--- config.mk ---
export PLATFORM = sky130hd
export DESIGN_NAME = signed_timecode_counter
export DESIGN_NICKNAME = d
export VERILOG_FILES = /design/src/rtl/core/stc_pkg.sv /design/src/rtl/core/stc_in_reg.sv /design/src/rtl/core/stc_engine.sv /design/src/rtl/core/stc_out_reg.sv /design/src/rtl/core/signed_timecode_counter.sv
export SDC_FILE = /design/constraint.sdc
export NUM_CORES = 1
export LEC_CHECK = 0
export ABC_AREA = 1
export BUFFER_PORTS_ARGS = -buffer_cell sky130_fd_sc_hd__buf_2
export CORE_ASPECT_RATIO = 1.1
export CORE_MARGIN = 1.5
export CORE_UTILIZATION = 45
export DETAILED_ROUTE_END_ITERATION = 7
export GPL_TIMING_DRIVEN = 1
export PLACE_DENSITY = 0.64
export SLEW_MARGIN = 5
export SYNTH_ARGS = -nofsm -noshare
export SYNTH_HDL_FRONTEND = slang
export SYNTH_HIERARCHICAL = 1
export SYNTH_SLANG_ARGS = --single-unit
--- constraint.sdc ---
create_clock -name clk -period 5.93 [get_ports clk]
set_input_delay 0.2965 -clock clk [delete_from_list [all_inputs] [get_ports clk]]
set_output_delay 0.2965 -clock clk [all_outputs]
set_load 0.005 [all_outputs]
--- src/rtl/core/stc_pkg.sv ---
package stc_pkg;

    localparam int SPF_DEFAULT = 80;
    localparam int IN_DATA_W   = 40;
    localparam int IN_USER_W   = 4;
    localparam int OUT_DATA_W  = 40;

    localparam logic [7:0] MAX_HOUR   = 8'd255;
    localparam logic [5:0] MAX_MIN    = 6'd59;
    localparam logic [5:0] MAX_SEC    = 6'd59;
    localparam logic [4:0] MAX_FRAME  = 5'd29;
    localparam logic [4:0] TOP_24     = 5'd23;
    localparam logic [4:0] TOP_25     = 5'd24;
    localparam logic [4:0] TOP_30     = 5'd29;
    localparam logic [4:0] DROP_FRAME = 5'd2;

    typedef enum logic [3:0] {
        OP_LOAD        = 4'd0,
        OP_FRAME_UP    = 4'd1,
        OP_FRAME_DOWN  = 4'd2,
        OP_SUB_UP      = 4'd3,
        OP_SUB_DOWN    = 4'd4,
        OP_NEXT_SEC    = 4'd5,
        OP_NEXT_MIN    = 4'd6,
        OP_NEXT_HOUR   = 4'd7,
        OP_FLOOR_FRAME = 4'd8,
        OP_FLOOR_SEC   = 4'd9,
        OP_FLOOR_MIN   = 4'd10,
        OP_FLOOR_HOUR  = 4'd11
    } op_t;

    typedef enum logic [2:0] {
        WRAP_NONE    = 3'd0,
        WRAP_FRAMES  = 3'd1,
        WRAP_SECONDS = 3'd2,
        WRAP_MINUTES = 3'd3,
        WRAP_HOURS   = 3'd4
    } wrap_t;

    typedef enum logic [1:0] {
        RATE_24      = 2'd0,
        RATE_25      = 2'd1,
        RATE_30_DROP = 2'd2,
        RATE_30      = 2'd3
    } rate_t;

    typedef struct packed {
        logic       neg;
        logic [7:0] hours;
        logic [5:0] minutes;
        logic [5:0] seconds;
        logic [4:0] frames;
        logic [6:0] subframes;
    } tc_t;

    typedef struct packed {
        op_t op;
        tc_t load;
    } item_t;

    typedef struct packed {
        wrap_t wrap;
        tc_t   tc;
    } result_t;

endpackage

--- src/rtl/core/stc_in_reg.sv ---
module stc_in_reg
    import stc_pkg::*;
(
    input  logic  clk,
    input  logic  rst_n,
    input  logic  s_tvalid,
    output logic  s_tready,
    input  item_t item_in,
    input  logic  take,
    output logic  valid,
    output item_t item
);

    logic  valid_reg;
    logic  valid_next;
    item_t item_reg;

    assign s_tready   = !valid_reg || take;
    assign valid_next = (s_tvalid && s_tready) || (valid_reg && !take);
    assign valid      = valid_reg;
    assign item       = item_reg;

    always_ff @(posedge clk or negedge rst_n)
    begin
        if (!rst_n)
        begin
            valid_reg <= 1'b0;
        end
        else
        begin
            valid_reg <= valid_next;
        end
    end

    always_ff @(posedge clk)
    begin
        if (s_tvalid && s_tready)
        begin
            item_reg <= item_in;
        end
    end

endmodule

--- src/rtl/core/stc_engine.sv ---
module stc_engine
    import stc_pkg::*;
#(
    parameter int SUBFRAMES_PER_FRAME = SPF_DEFAULT
)
(
    input  logic    clk,
    input  logic    rst_n,
    input  logic    fire,
    input  item_t   item,
    input  rate_t   rate,
    output result_t result
);

    localparam logic [7:0] SPF_W  = 8'(SUBFRAMES_PER_FRAME);
    localparam logic [6:0] SF_MAX = 7'(SUBFRAMES_PER_FRAME - 1);

    tc_t tc_reg;

    function automatic logic [4:0] top_frame(input rate_t r);
        logic [4:0] v;
        case (r)
            RATE_24: v = TOP_24;
            RATE_25: v = TOP_25;
            default: v = TOP_30;
        endcase
        return v;
    endfunction

    function automatic logic tenth_min(input logic [5:0] m);
        return m inside {6'd0, 6'd10, 6'd20, 6'd30, 6'd40, 6'd50};
    endfunction

    function automatic logic tenth_next(input logic [5:0] m);
        return m inside {6'd9, 6'd19, 6'd29, 6'd39, 6'd49, 6'd59};
    endfunction

    function automatic logic mag_zero(input tc_t t);
        return t.hours == '0 && t.minutes == '0 && t.seconds == '0 && t.frames == '0;
    endfunction

    function automatic logic all_zero(input tc_t t);
        return mag_zero(t) && t.subframes == '0;
    endfunction

    function automatic tc_t clear_zero(input tc_t t);
        tc_t o;
        o = t;
        if (all_zero(t))
        begin
            o.neg = 1'b0;
        end
        return o;
    endfunction

    function automatic logic [6:0] mirror_sf(input logic [6:0] sf);
        logic [7:0] d;
        d = SPF_W - {1'b0, sf};
        return d[6:0];
    endfunction

    // magnitude one frame up
    function automatic result_t inc_frame(input tc_t t, input rate_t r);
        result_t o;
        o.tc   = t;
        o.wrap = WRAP_NONE;
        if (t.frames >= top_frame(r))
        begin
            if (r == RATE_30_DROP && !tenth_next(t.minutes) && t.seconds >= MAX_SEC)
            begin
                o.tc.frames = DROP_FRAME;
            end
            else
            begin
                o.tc.frames = '0;
            end
            if (t.seconds >= MAX_SEC)
            begin
                o.tc.seconds = '0;
                if (t.minutes >= MAX_MIN)
                begin
                    o.tc.minutes = '0;
                    o.wrap       = WRAP_HOURS;
                    if (t.hours != MAX_HOUR)
                    begin
                        o.tc.hours = t.hours + 8'd1;
                    end
                end
                else
                begin
                    o.tc.minutes = t.minutes + 6'd1;
                    o.wrap       = WRAP_MINUTES;
                end
            end
            else
            begin
                o.tc.seconds = t.seconds + 6'd1;
                o.wrap       = WRAP_SECONDS;
            end
        end
        else
        begin
            o.tc.frames = t.frames + 5'd1;
        end
        return o;
    endfunction

    // magnitude one frame down, magnitude not zero
    function automatic result_t dec_frame(input tc_t t, input rate_t r);
        result_t    o;
        logic       carry;
        logic [4:0] wrap_f;
        o.tc   = t;
        o.wrap = WRAP_NONE;
        if (r == RATE_30_DROP && !tenth_min(t.minutes) && t.seconds == '0)
        begin
            carry  = t.frames <= DROP_FRAME;
            wrap_f = MAX_FRAME;
        end
        else
        begin
            carry  = t.frames == '0;
            wrap_f = top_frame(r);
        end
        if (carry)
        begin
            o.tc.frames = wrap_f;
            if (t.seconds == '0)
            begin
                o.tc.seconds = MAX_SEC;
                if (t.minutes == '0)
                begin
                    o.tc.minutes = MAX_MIN;
                    o.wrap       = WRAP_HOURS;
                    if (t.hours != '0)
                    begin
                        o.tc.hours = t.hours - 8'd1;
                    end
                end
                else
                begin
                    o.tc.minutes = t.minutes - 6'd1;
                    o.wrap       = WRAP_MINUTES;
                end
            end
            else
            begin
                o.tc.seconds = t.seconds - 6'd1;
                o.wrap       = WRAP_SECONDS;
            end
        end
        else
        begin
            o.tc.frames = t.frames - 5'd1;
        end
        return o;
    endfunction

    function automatic result_t frame_up(input tc_t t, input rate_t r);
        result_t o;
        if (!t.neg)
        begin
            o = inc_frame(t, r);
        end
        else if (mag_zero(t) && t.subframes != '0)
        begin
            o.tc           = t;
            o.tc.subframes = mirror_sf(t.subframes);
            o.tc.neg       = 1'b0;
            o.wrap         = WRAP_SECONDS;
        end
        else if (all_zero(t))
        begin
            o        = inc_frame(t, r);
            o.tc.neg = 1'b1;
        end
        else
        begin
            o        = dec_frame(t, r);
            o.tc.neg = !all_zero(o.tc);
        end
        return o;
    endfunction

    function automatic result_t frame_down(input tc_t t, input rate_t r);
        result_t o;
        if (t.neg || all_zero(t))
        begin
            o        = inc_frame(t, r);
            o.tc.neg = 1'b1;
        end
        else if (mag_zero(t))
        begin
            o.tc           = t;
            o.tc.subframes = mirror_sf(t.subframes);
            o.tc.neg       = 1'b1;
            o.wrap         = WRAP_SECONDS;
        end
        else
        begin
            o        = dec_frame(t, r);
            o.tc.neg = 1'b0;
        end
        return o;
    endfunction

    // magnitude one subframe up
    function automatic result_t sub_inc(input tc_t t, input rate_t r);
        result_t    o;
        tc_t        z;
        logic [7:0] sum;
        sum = {1'b0, t.subframes} + 8'd1;
        if (sum >= SPF_W)
        begin
            z           = t;
            z.subframes = '0;
            o           = inc_frame(z, r);
            o.wrap      = WRAP_FRAMES;
        end
        else
        begin
            o.tc           = t;
            o.tc.subframes = sum[6:0];
            o.wrap         = WRAP_NONE;
        end
        return o;
    endfunction

    // magnitude one subframe down
    function automatic result_t sub_dec(input tc_t t, input rate_t r);
        result_t o;
        if (t.subframes == '0)
        begin
            if (all_zero(t))
            begin
                o.tc           = t;
                o.tc.neg       = 1'b1;
                o.tc.subframes = 7'd1;
            end
            else
            begin
                o              = dec_frame(t, r);
                o.tc.neg       = 1'b0;
                o.tc.subframes = SF_MAX;
            end
            o.wrap = WRAP_FRAMES;
        end
        else
        begin
            o.tc           = t;
            o.tc.subframes = t.subframes - 7'd1;
            o.tc.neg       = 1'b0;
            o.wrap         = WRAP_NONE;
        end
        return o;
    endfunction

    function automatic tc_t floor_frame(input tc_t t);
        tc_t o;
        o           = t;
        o.subframes = '0;
        return clear_zero(o);
    endfunction

    function automatic tc_t floor_second(input tc_t t, input rate_t r);
        tc_t o;
        o           = t;
        o.subframes = '0;
        if (r == RATE_30_DROP && !tenth_min(t.minutes) && t.seconds == '0)
        begin
            o.frames = DROP_FRAME;
        end
        else
        begin
            o.frames = '0;
        end
        return clear_zero(o);
    endfunction

    function automatic tc_t floor_minute(input tc_t t, input rate_t r);
        tc_t o;
        o         = t;
        o.seconds = '0;
        return floor_second(o, r);
    endfunction

    function automatic tc_t floor_hour(input tc_t t);
        tc_t o;
        o           = t;
        o.minutes   = '0;
        o.seconds   = '0;
        o.frames    = '0;
        o.subframes = '0;
        return clear_zero(o);
    endfunction

    function automatic result_t next_second(input tc_t t, input rate_t r);
        result_t o;
        tc_t     f;
        f = floor_frame(t);
        if (f.neg)
        begin
            o    = frame_up(f, r);
            o.tc = floor_second(o.tc, r);
        end
        else
        begin
            f.frames = top_frame(r);
            o        = inc_frame(f, r);
        end
        return o;
    endfunction

    function automatic result_t next_minute(input tc_t t, input rate_t r);
        result_t o;
        tc_t     f;
        f = floor_frame(t);
        if (f.neg)
        begin
            o    = next_second(f, r);
            o.tc = floor_minute(o.tc, r);
        end
        else
        begin
            f.seconds = MAX_SEC;
            o         = next_second(f, r);
        end
        return o;
    endfunction

    function automatic result_t next_hour(input tc_t t, input rate_t r);
        result_t o;
        tc_t     f;
        f = floor_frame(t);
        if (f.neg)
        begin
            o    = next_minute(f, r);
            o.tc = floor_hour(o.tc);
        end
        else
        begin
            f.minutes = MAX_MIN;
            o         = next_minute(f, r);
        end
        return o;
    endfunction

    function automatic tc_t load_time(input tc_t l);
        tc_t o;
        o.neg       = l.neg;
        o.hours     = l.hours;
        o.minutes   = (l.minutes > MAX_MIN) ? MAX_MIN : l.minutes;
        o.seconds   = (l.seconds > MAX_SEC) ? MAX_SEC : l.seconds;
        o.frames    = (l.frames > MAX_FRAME) ? MAX_FRAME : l.frames;
        o.subframes = (l.subframes > SF_MAX) ? SF_MAX : l.subframes;
        return clear_zero(o);
    endfunction

    always_comb
    begin
        result.tc   = tc_reg;
        result.wrap = WRAP_NONE;
        case (item.op)
            OP_LOAD:        result.tc = load_time(item.load);
            OP_FRAME_UP:    result = frame_up(tc_reg, rate);
            OP_FRAME_DOWN:  result = frame_down(tc_reg, rate);
            OP_SUB_UP:
            begin
                if (tc_reg.neg)
                begin
                    result        = sub_dec(tc_reg, rate);
                    result.tc.neg = !all_zero(result.tc);
                end
                else
                begin
                    result = sub_inc(tc_reg, rate);
                end
            end
            OP_SUB_DOWN:
            begin
                if (tc_reg.neg)
                begin
                    result        = sub_inc(tc_reg, rate);
                    result.tc.neg = 1'b1;
                end
                else
                begin
                    result = sub_dec(tc_reg, rate);
                end
            end
            OP_NEXT_SEC:    result = next_second(tc_reg, rate);
            OP_NEXT_MIN:    result = next_minute(tc_reg, rate);
            OP_NEXT_HOUR:   result = next_hour(tc_reg, rate);
            OP_FLOOR_FRAME: result.tc = floor_frame(tc_reg);
            OP_FLOOR_SEC:   result.tc = floor_second(tc_reg, rate);
            OP_FLOOR_MIN:   result.tc = floor_minute(tc_reg, rate);
            OP_FLOOR_HOUR:  result.tc = floor_hour(tc_reg);
            default:        result.tc = tc_reg;
        endcase
    end

    always_ff @(posedge clk or negedge rst_n)
    begin
        if (!rst_n)
        begin
            tc_reg <= '0;
        end
        else if (fire)
        begin
            tc_reg <= result.tc;
        end
    end

endmodule

--- src/rtl/core/stc_out_reg.sv ---
module stc_out_reg
    import stc_pkg::*;
(
    input  logic                  clk,
    input  logic                  rst_n,
    input  logic                  fire,
    input  result_t               result,
    output logic                  free,
    output logic                  m_tvalid,
    input  logic                  m_tready,
    output logic [OUT_DATA_W-1:0] m_tdata
);

    logic    valid_reg;
    logic    valid_next;
    result_t result_reg;

    assign free       = !valid_reg || m_tready;
    assign valid_next = fire || (valid_reg && !m_tready);
    assign m_tvalid   = valid_reg;
    assign m_tdata    = {4'b0,
                         result_reg.tc.subframes,
                         result_reg.tc.frames,
                         result_reg.tc.seconds,
                         result_reg.tc.minutes,
                         result_reg.tc.hours,
                         result_reg.tc.neg,
                         3'(result_reg.wrap)};

    always_ff @(posedge clk or negedge rst_n)
    begin
        if (!rst_n)
        begin
            valid_reg <= 1'b0;
        end
        else
        begin
            valid_reg <= valid_next;
        end
    end

    always_ff @(posedge clk)
    begin
        if (fire)
        begin
            result_reg <= result;
        end
    end

endmodule

--- src/rtl/core/signed_timecode_counter.sv ---
// channel   dir  signals                              contents
// s_*       in   s_tvalid s_tready s_tdata s_tuser    one operation with its load time
// m_*       out  m_tvalid m_tready m_tdata            wrap level and the new time
// cfg_*     in   cfg_wr_en cfg_wr_data                frame rate register
//
// one item per cycle sustained while m_tready holds; an accepted item is registered
// in the input register, then the timecode update loads the result register,
// which drives m_tvalid
// reset: frame rate 30 fps non-drop, time +00:00:00:00.00, both stages empty
// a stalled result holds in the result register; the input register takes one
// more item behind it, then s_tready drops until m_tready returns
module signed_timecode_counter
    import stc_pkg::*;
#(
    parameter int SUBFRAMES_PER_FRAME = SPF_DEFAULT
)
(
    input  logic                  clk,
    input  logic                  rst_n,
    input  logic                  s_tvalid,
    output logic                  s_tready,
    // load_negative, load_hours, load_minutes, load_seconds, load_frames, load_subframes
    input  logic [IN_DATA_W-1:0]  s_tdata,
    // operation
    input  logic [IN_USER_W-1:0]  s_tuser,
    output logic                  m_tvalid,
    input  logic                  m_tready,
    // wrap_level, is_negative, hours_out, minutes_out, seconds_out, frames_out, subframes_out
    output logic [OUT_DATA_W-1:0] m_tdata,
    input  logic                  cfg_wr_en,
    input  logic [1:0]            cfg_wr_data
);

    rate_t   frame_rate_reg;
    item_t   item_in;
    item_t   item;
    logic    in_valid;
    logic    out_free;
    logic    fire;
    result_t result;

    assign item_in.op             = op_t'(s_tuser);
    assign item_in.load.neg       = s_tdata[0];
    assign item_in.load.hours     = s_tdata[8:1];
    assign item_in.load.minutes   = s_tdata[14:9];
    assign item_in.load.seconds   = s_tdata[20:15];
    assign item_in.load.frames    = s_tdata[25:21];
    assign item_in.load.subframes = s_tdata[32:26];

    assign fire = in_valid && out_free;

    always_ff @(posedge clk or negedge rst_n)
    begin
        if (!rst_n)
        begin
            frame_rate_reg <= RATE_30;
        end
        else if (cfg_wr_en)
        begin
            frame_rate_reg <= rate_t'(cfg_wr_data);
        end
    end

    stc_in_reg u_in_reg (
        .clk      (clk),
        .rst_n    (rst_n),
        .s_tvalid (s_tvalid),
        .s_tready (s_tready),
        .item_in  (item_in),
        .take     (fire),
        .valid    (in_valid),
        .item     (item)
    );

    stc_engine #(
        .SUBFRAMES_PER_FRAME (SUBFRAMES_PER_FRAME)
    ) u_engine (
        .clk    (clk),
        .rst_n  (rst_n),
        .fire   (fire),
        .item   (item),
        .rate   (frame_rate_reg),
        .result (result)
    );

    stc_out_reg u_out_reg (
        .clk      (clk),
        .rst_n    (rst_n),
        .fire     (fire),
        .result   (result),
        .free     (out_free),
        .m_tvalid (m_tvalid),
        .m_tready (m_tready),
        .m_tdata  (m_tdata)
    );

endmodule
* Word level (Yosys, flattened, before mapping)
Index checks and enable logic that the tools add are counted. Widths: inputs -> output; s select.
Storage, ports and cells: bits in registers 110, input port bits 51, output and inout port bits 42, logic and storage cells 514
Operators by class: add/subtract/negate cells 17, order comparisons 22, equality and inequality tests 50, mux-type cells 261, reductions and logical operators 141
Operators by type and width (count):
- $mux 36 | 33
- $mux 20 | 37
- $mux 5 | 94
- $pmux 33 s12 | 1
- $mux 34 | 5
- $logic_not 6->1 | 22
- $logic_not 8->1 | 13
- $eq 6x6->1 const B | 15
- $eq 6x5->1 const B | 14
- $ge 5x5->1 | 14
- $logic_not 5->1 | 14
- $mux 33 | 2
- $mux 3 | 21
- $logic_and 1x1->1 | 57
- $mux 1 | 44
- $eq 6x4->1 const B | 7
- $reduce_bool 6->1 | 7
- $mux 6 | 6
- $add 5x1->5 const B | 7
- $mux 8 | 4
- $mux 14 | 2
- $logic_not 7->1 | 3
- $pmux 3 s7 | 1
- $mux 2 | 9
- 29 further kinds | 59

* Longest topological paths before layout
word-level depth 66, gate-level depth with buffers 27, gate-level depth less buffers 26

* Modules after synthesis
Netlist, hierarchy kept.
Modules (own cells, without submodules):
- stc_engine | instances 1, cells an instance 1533, area an instance 8151.6 um^2, sequential area each 825.8 um^2
- stc_out_reg | instances 1, cells an instance 46, area an instance 1159.9 um^2, sequential area each 1106.1 um^2
- stc_in_reg | instances 1, cells an instance 43, area an instance 1156.1 um^2, sequential area each 1136.1 um^2
- signed_timecode_counter | instances 1, cells an instance 11, area an instance 86.3 um^2, sequential area each 52.6 um^2

* Worst setup path before layout
OpenSTA, ideal clock, no wires.
path type register to register, start reg u_out_reg.valid_reg (netlist: u_out_reg/m_tvalid), end reg u_in_reg.item_reg (netlist bit u_in_reg/item[0]), enable pin, library setup time 0.443 ns, arrival time 3.249 ns, required time 5.487 ns, path slack 2.237 ns, stages on the path, launching flop included 6, path buffers 0, clock period less this slack 3.693 ns, path through dfrtp_1 > nand2_2 > nand2_1 > inv_1 > inv_1 > a21oi_1
Between the ends: word-level cells in the longest chain between the ends 5
Ends and longest elaborated chain:
- from (decl) | RTL line stc_out_reg.sv:14 | logic valid_reg;
- from (signal assigned) | RTL line stc_out_reg.sv:38 | valid_reg <= valid_next;
- $logic_not 1->1 | RTL line stc_out_reg.sv:18 | assign free = !valid_reg || m_tready;
- $logic_or 1x1->1 | RTL line stc_out_reg.sv:18
- net out_free | RTL line signed_timecode_counter.sv:38 | logic out_free;
- $logic_and 1x1->1 | RTL line signed_timecode_counter.sv:50 | assign fire = in_valid && out_free;
- net fire | RTL line signed_timecode_counter.sv:39 | logic fire;
- $logic_or 1x1->1 | RTL line stc_in_reg.sv:18 | assign s_tready = !valid_reg || take;
- $logic_and 1x1->1 | RTL line stc_in_reg.sv:37 | if (s_tvalid && s_tready)
- to (signal assigned) | RTL line stc_in_reg.sv:39 | item_reg <= item_in;
- to (decl) | RTL line stc_in_reg.sv:16 | item_t item_reg;
The timed path passes the listed nets, and every way through them passes these cells. A chain may end at the register's enable or synchronous reset.

==> impl_metrics.yaml <==
flow_run:
  drv_cap: 0
sta:
  maxSlewViolCount: 0
  setup_viol: 0
  period_share_pct: 74.2
  max_freq_mhz: 227
  tightest_slew_ns: 1.10
  hold_violations: 0
  fin_setup_tns_ns: 0
  fin_skew_ns: 0.0192
  maxSlewHeadroom_pct: 26.8
  rsz0062_at_grt: "no"
  post-route-min-period_ns: 4.40
global_route:
  grt_pass1_vias: 10900
  gr-usage-all-layers_pct: 36.8
  overflow: 0
  grt_antenna_before_repair: 0
  grt_pass1_wl_um: 65900
  grt_max_degree: 51
layout:
  synthToLayoutAreaGrowth_pct: 8.76
  stdcell_count: 1978
  nets: 1744
  fillCellCount: 2412
  final_cell_mix: "nand2_1 (483), o21ai_0 (187), nor2_1 (158)"
  drive_gt1_share_pct: 11.5
  antennaDiodeCount: 0
  layout_commonest_cell: "nand2_1"
  largest_reg_flops: 37
worst_setup_path:
  crit_path_cell_trace: "inv_1 > ha_1 > nand3_2 > inv_1 > nand2_1 > nor3_4 > nand2_1 > nand2_1 > inv_2 > nand2_1 > inv_2 > nand2_1 > inv_1 > a211oi_1 > nand3_1 > o21ai_0 > inv_1"
  critPathCaptureType: "flip-flop"
  critPathLaunch: "u_engine/tc_reg[18]"
  crit_buf_inv: 6
  path_common_cell: "nand2_1"
  cp.required_ns: 6.06
  cp_slowest_cell: "dfrtp_1"
  path_class: "reg -> reg"
  max_stage_delay_ns: 0.57
  crit_family: "simple AND/OR/NAND/NOR gates"
  cp_max_fo: 14
  worstReg2RegStart: "u_engine/tc_reg[18]"
  critical_path_arrival_ns: 4.52
  startpoint_type: "flip-flop"
yosys:
  ys_seq_area_share_pct: 29.6
  synth_seq_cells: 110
  yosysTopAreaCell: "edfxtp_1"
  synthCells: 1633
  syn_area_um2: 10600
  synth_cell_types: 61
  async_flop_share_pct: 33.6
  syn_avg_cell_area_um2: 6.46
  synth_top_area_share_pct: 20.8
  ys_top_cells_by_area: "edfxtp_1 (21%), nand2_1 (17%), o21ai_0 (8.9%)"
  synth_edf_count: 73
  synth-main-ff-cell: "edfxtp_1"
  ys_warn_count: 6
cts:
  clkTransAtPathRegs_ns: 0.09
  numClockSinks: 110
  cts_root_buf: "clkbuf_16"
  post_cts_resized: 0
  htreeDepth: 3
  cts_made_buffers: 9
  cts_setup_buffers: 0
  cts_tree: "yes"
  cts_hold_buf: 0
  clockBufferDepth: 2
  clock_latency_ns: 0.38
route:
  drc: 0
  first_iter_violations: 1700
  vias_per_cell: 6.11
  ant_nets: 0
  dr.pass1.iters: 6
  num_vias: 12100
  routed_wl_um: 44800
  wire_per_inst_um: 22.6
place:
  routabilityCongestion: 1.05
  portBuffers: 81
  post-dp-hpwl_um: 32200
  place_inst: 1962
floorplan:
  floorplan.core_area_um2: 22900
  io-pin-count: 93
  rows: 58
  die_area_um2: 24400
  die_x_um: 149
  die_y_um: 164
  start_util_pct: 46.0
worst_hold_path:
  min-delay-start: "s_tdata[17]"
  hp-class: "in -> reg"
outcome:
  status: "complete, no violations"
pwr:
  powerDensity_nw_per_um2: 527
  irDropWorstVdd_v: 0.000176
  leakagePower_nw: 5.23
-- synthesized netlist by cell type, types with 9 or more instances --
library cell  instances
o21ai_1              10
nand4_1              27
nand2_2               9
a21oi_1              55
dfrtp_1              35
xor2_1               20
buf_4                10
o221ai_1             13
nand2_1             483
o2111ai_1            14
buf_2                23
nor3_1               22
clkbuf_1             45
inv_1               136
edfxtp_1             73
o21ai_0             187
nand3_1             113
a211oi_1             13
o211ai_1             39
ha_1                 20
nor2_1              160
inv_2                21
-- metal layers --
layer	vias to the layer above	wire length (um)	GRT usage, %
met1	5516	17500	47.7
met3	173	4920	6.96
met2	777	19600	56.9
met5	-	0	0
met4	0	2790	21.9
li1	5619	-	-
-- cell type report --
cell class                      instances  area [um^2]  area share [%]
Clock buffer                            9          225            1.96
Clock inverter                          7         77.6           0.676
Inverter                              165          622            5.42
Multi-Input combinational cell       1277         6430            56.1
Sequential cell                       110         3120            27.2
Tap cell                              300          375            3.27
Timing Repair Buffer                  110          623            5.43
-- metrics by stage --
stage / hold WS, ns / power [W] / cell area (um^2) / utilization [%] / setup WS, ns
final: 0.0896 / 0.00605 / 11500 / 50.1 / 1.53
after global routing: 0.0820 / 0.00647 / 11500 / 50.1 / 1.31
after CTS: 0.0791 / 0.00592 / 11500 / 50.1 / 1.63
after detailed placement: 0.475 / 0.00526 / 11200 / 48.7 / 1.65
after global placement: 0.473 / 0.00524 / 11200 / 48.7 / 1.71
after floorplan: 0.000909 / 0.00412 / 10600 / - / 2.24
-- cells by family (layout without fill, tap and decap cells) --
family	Yosys count	in the layout	share of synthesized area (%)
AND/OR/NAND/NOR	851	851	34.9
AO/OA/AOI/OAI	381	381	21.6
adder cells (fa/ha/maj)	20	20	2.37
buffers and inverters	249	291	9.72
flip-flops	110	110	29.6
XOR/XNOR	21	21	1.74
other	1	4	0.0355
-- worst paths after layout --
check                                         to  slack [ns]  cells after the start
max in group asynchronous    u_engine/tc_reg[26]        5.13                      1
min reg2reg                    frame_rate_reg[1]        0.48                      2
min in group asynchronous    u_engine/tc_reg[17]        0.11                      1
max                        u_out_reg/m_tdata[17]        1.53                     17
max reg2reg                u_out_reg/m_tdata[17]        1.53                     17
min                            u_in_reg/item[14]        0.09                      1
-- power breakdown --
part           total, W  leakage [nW]  internal [W]  switching (W)
clock network  0.000636         0.149      0.000301       0.000335
registers       0.00133          1.19       0.00104       0.000295
logic           0.00409          3.89       0.00110        0.00298
total           0.00605          5.23       0.00244        0.00361
No activity file was read; power rests on OpenSTA's default activity.
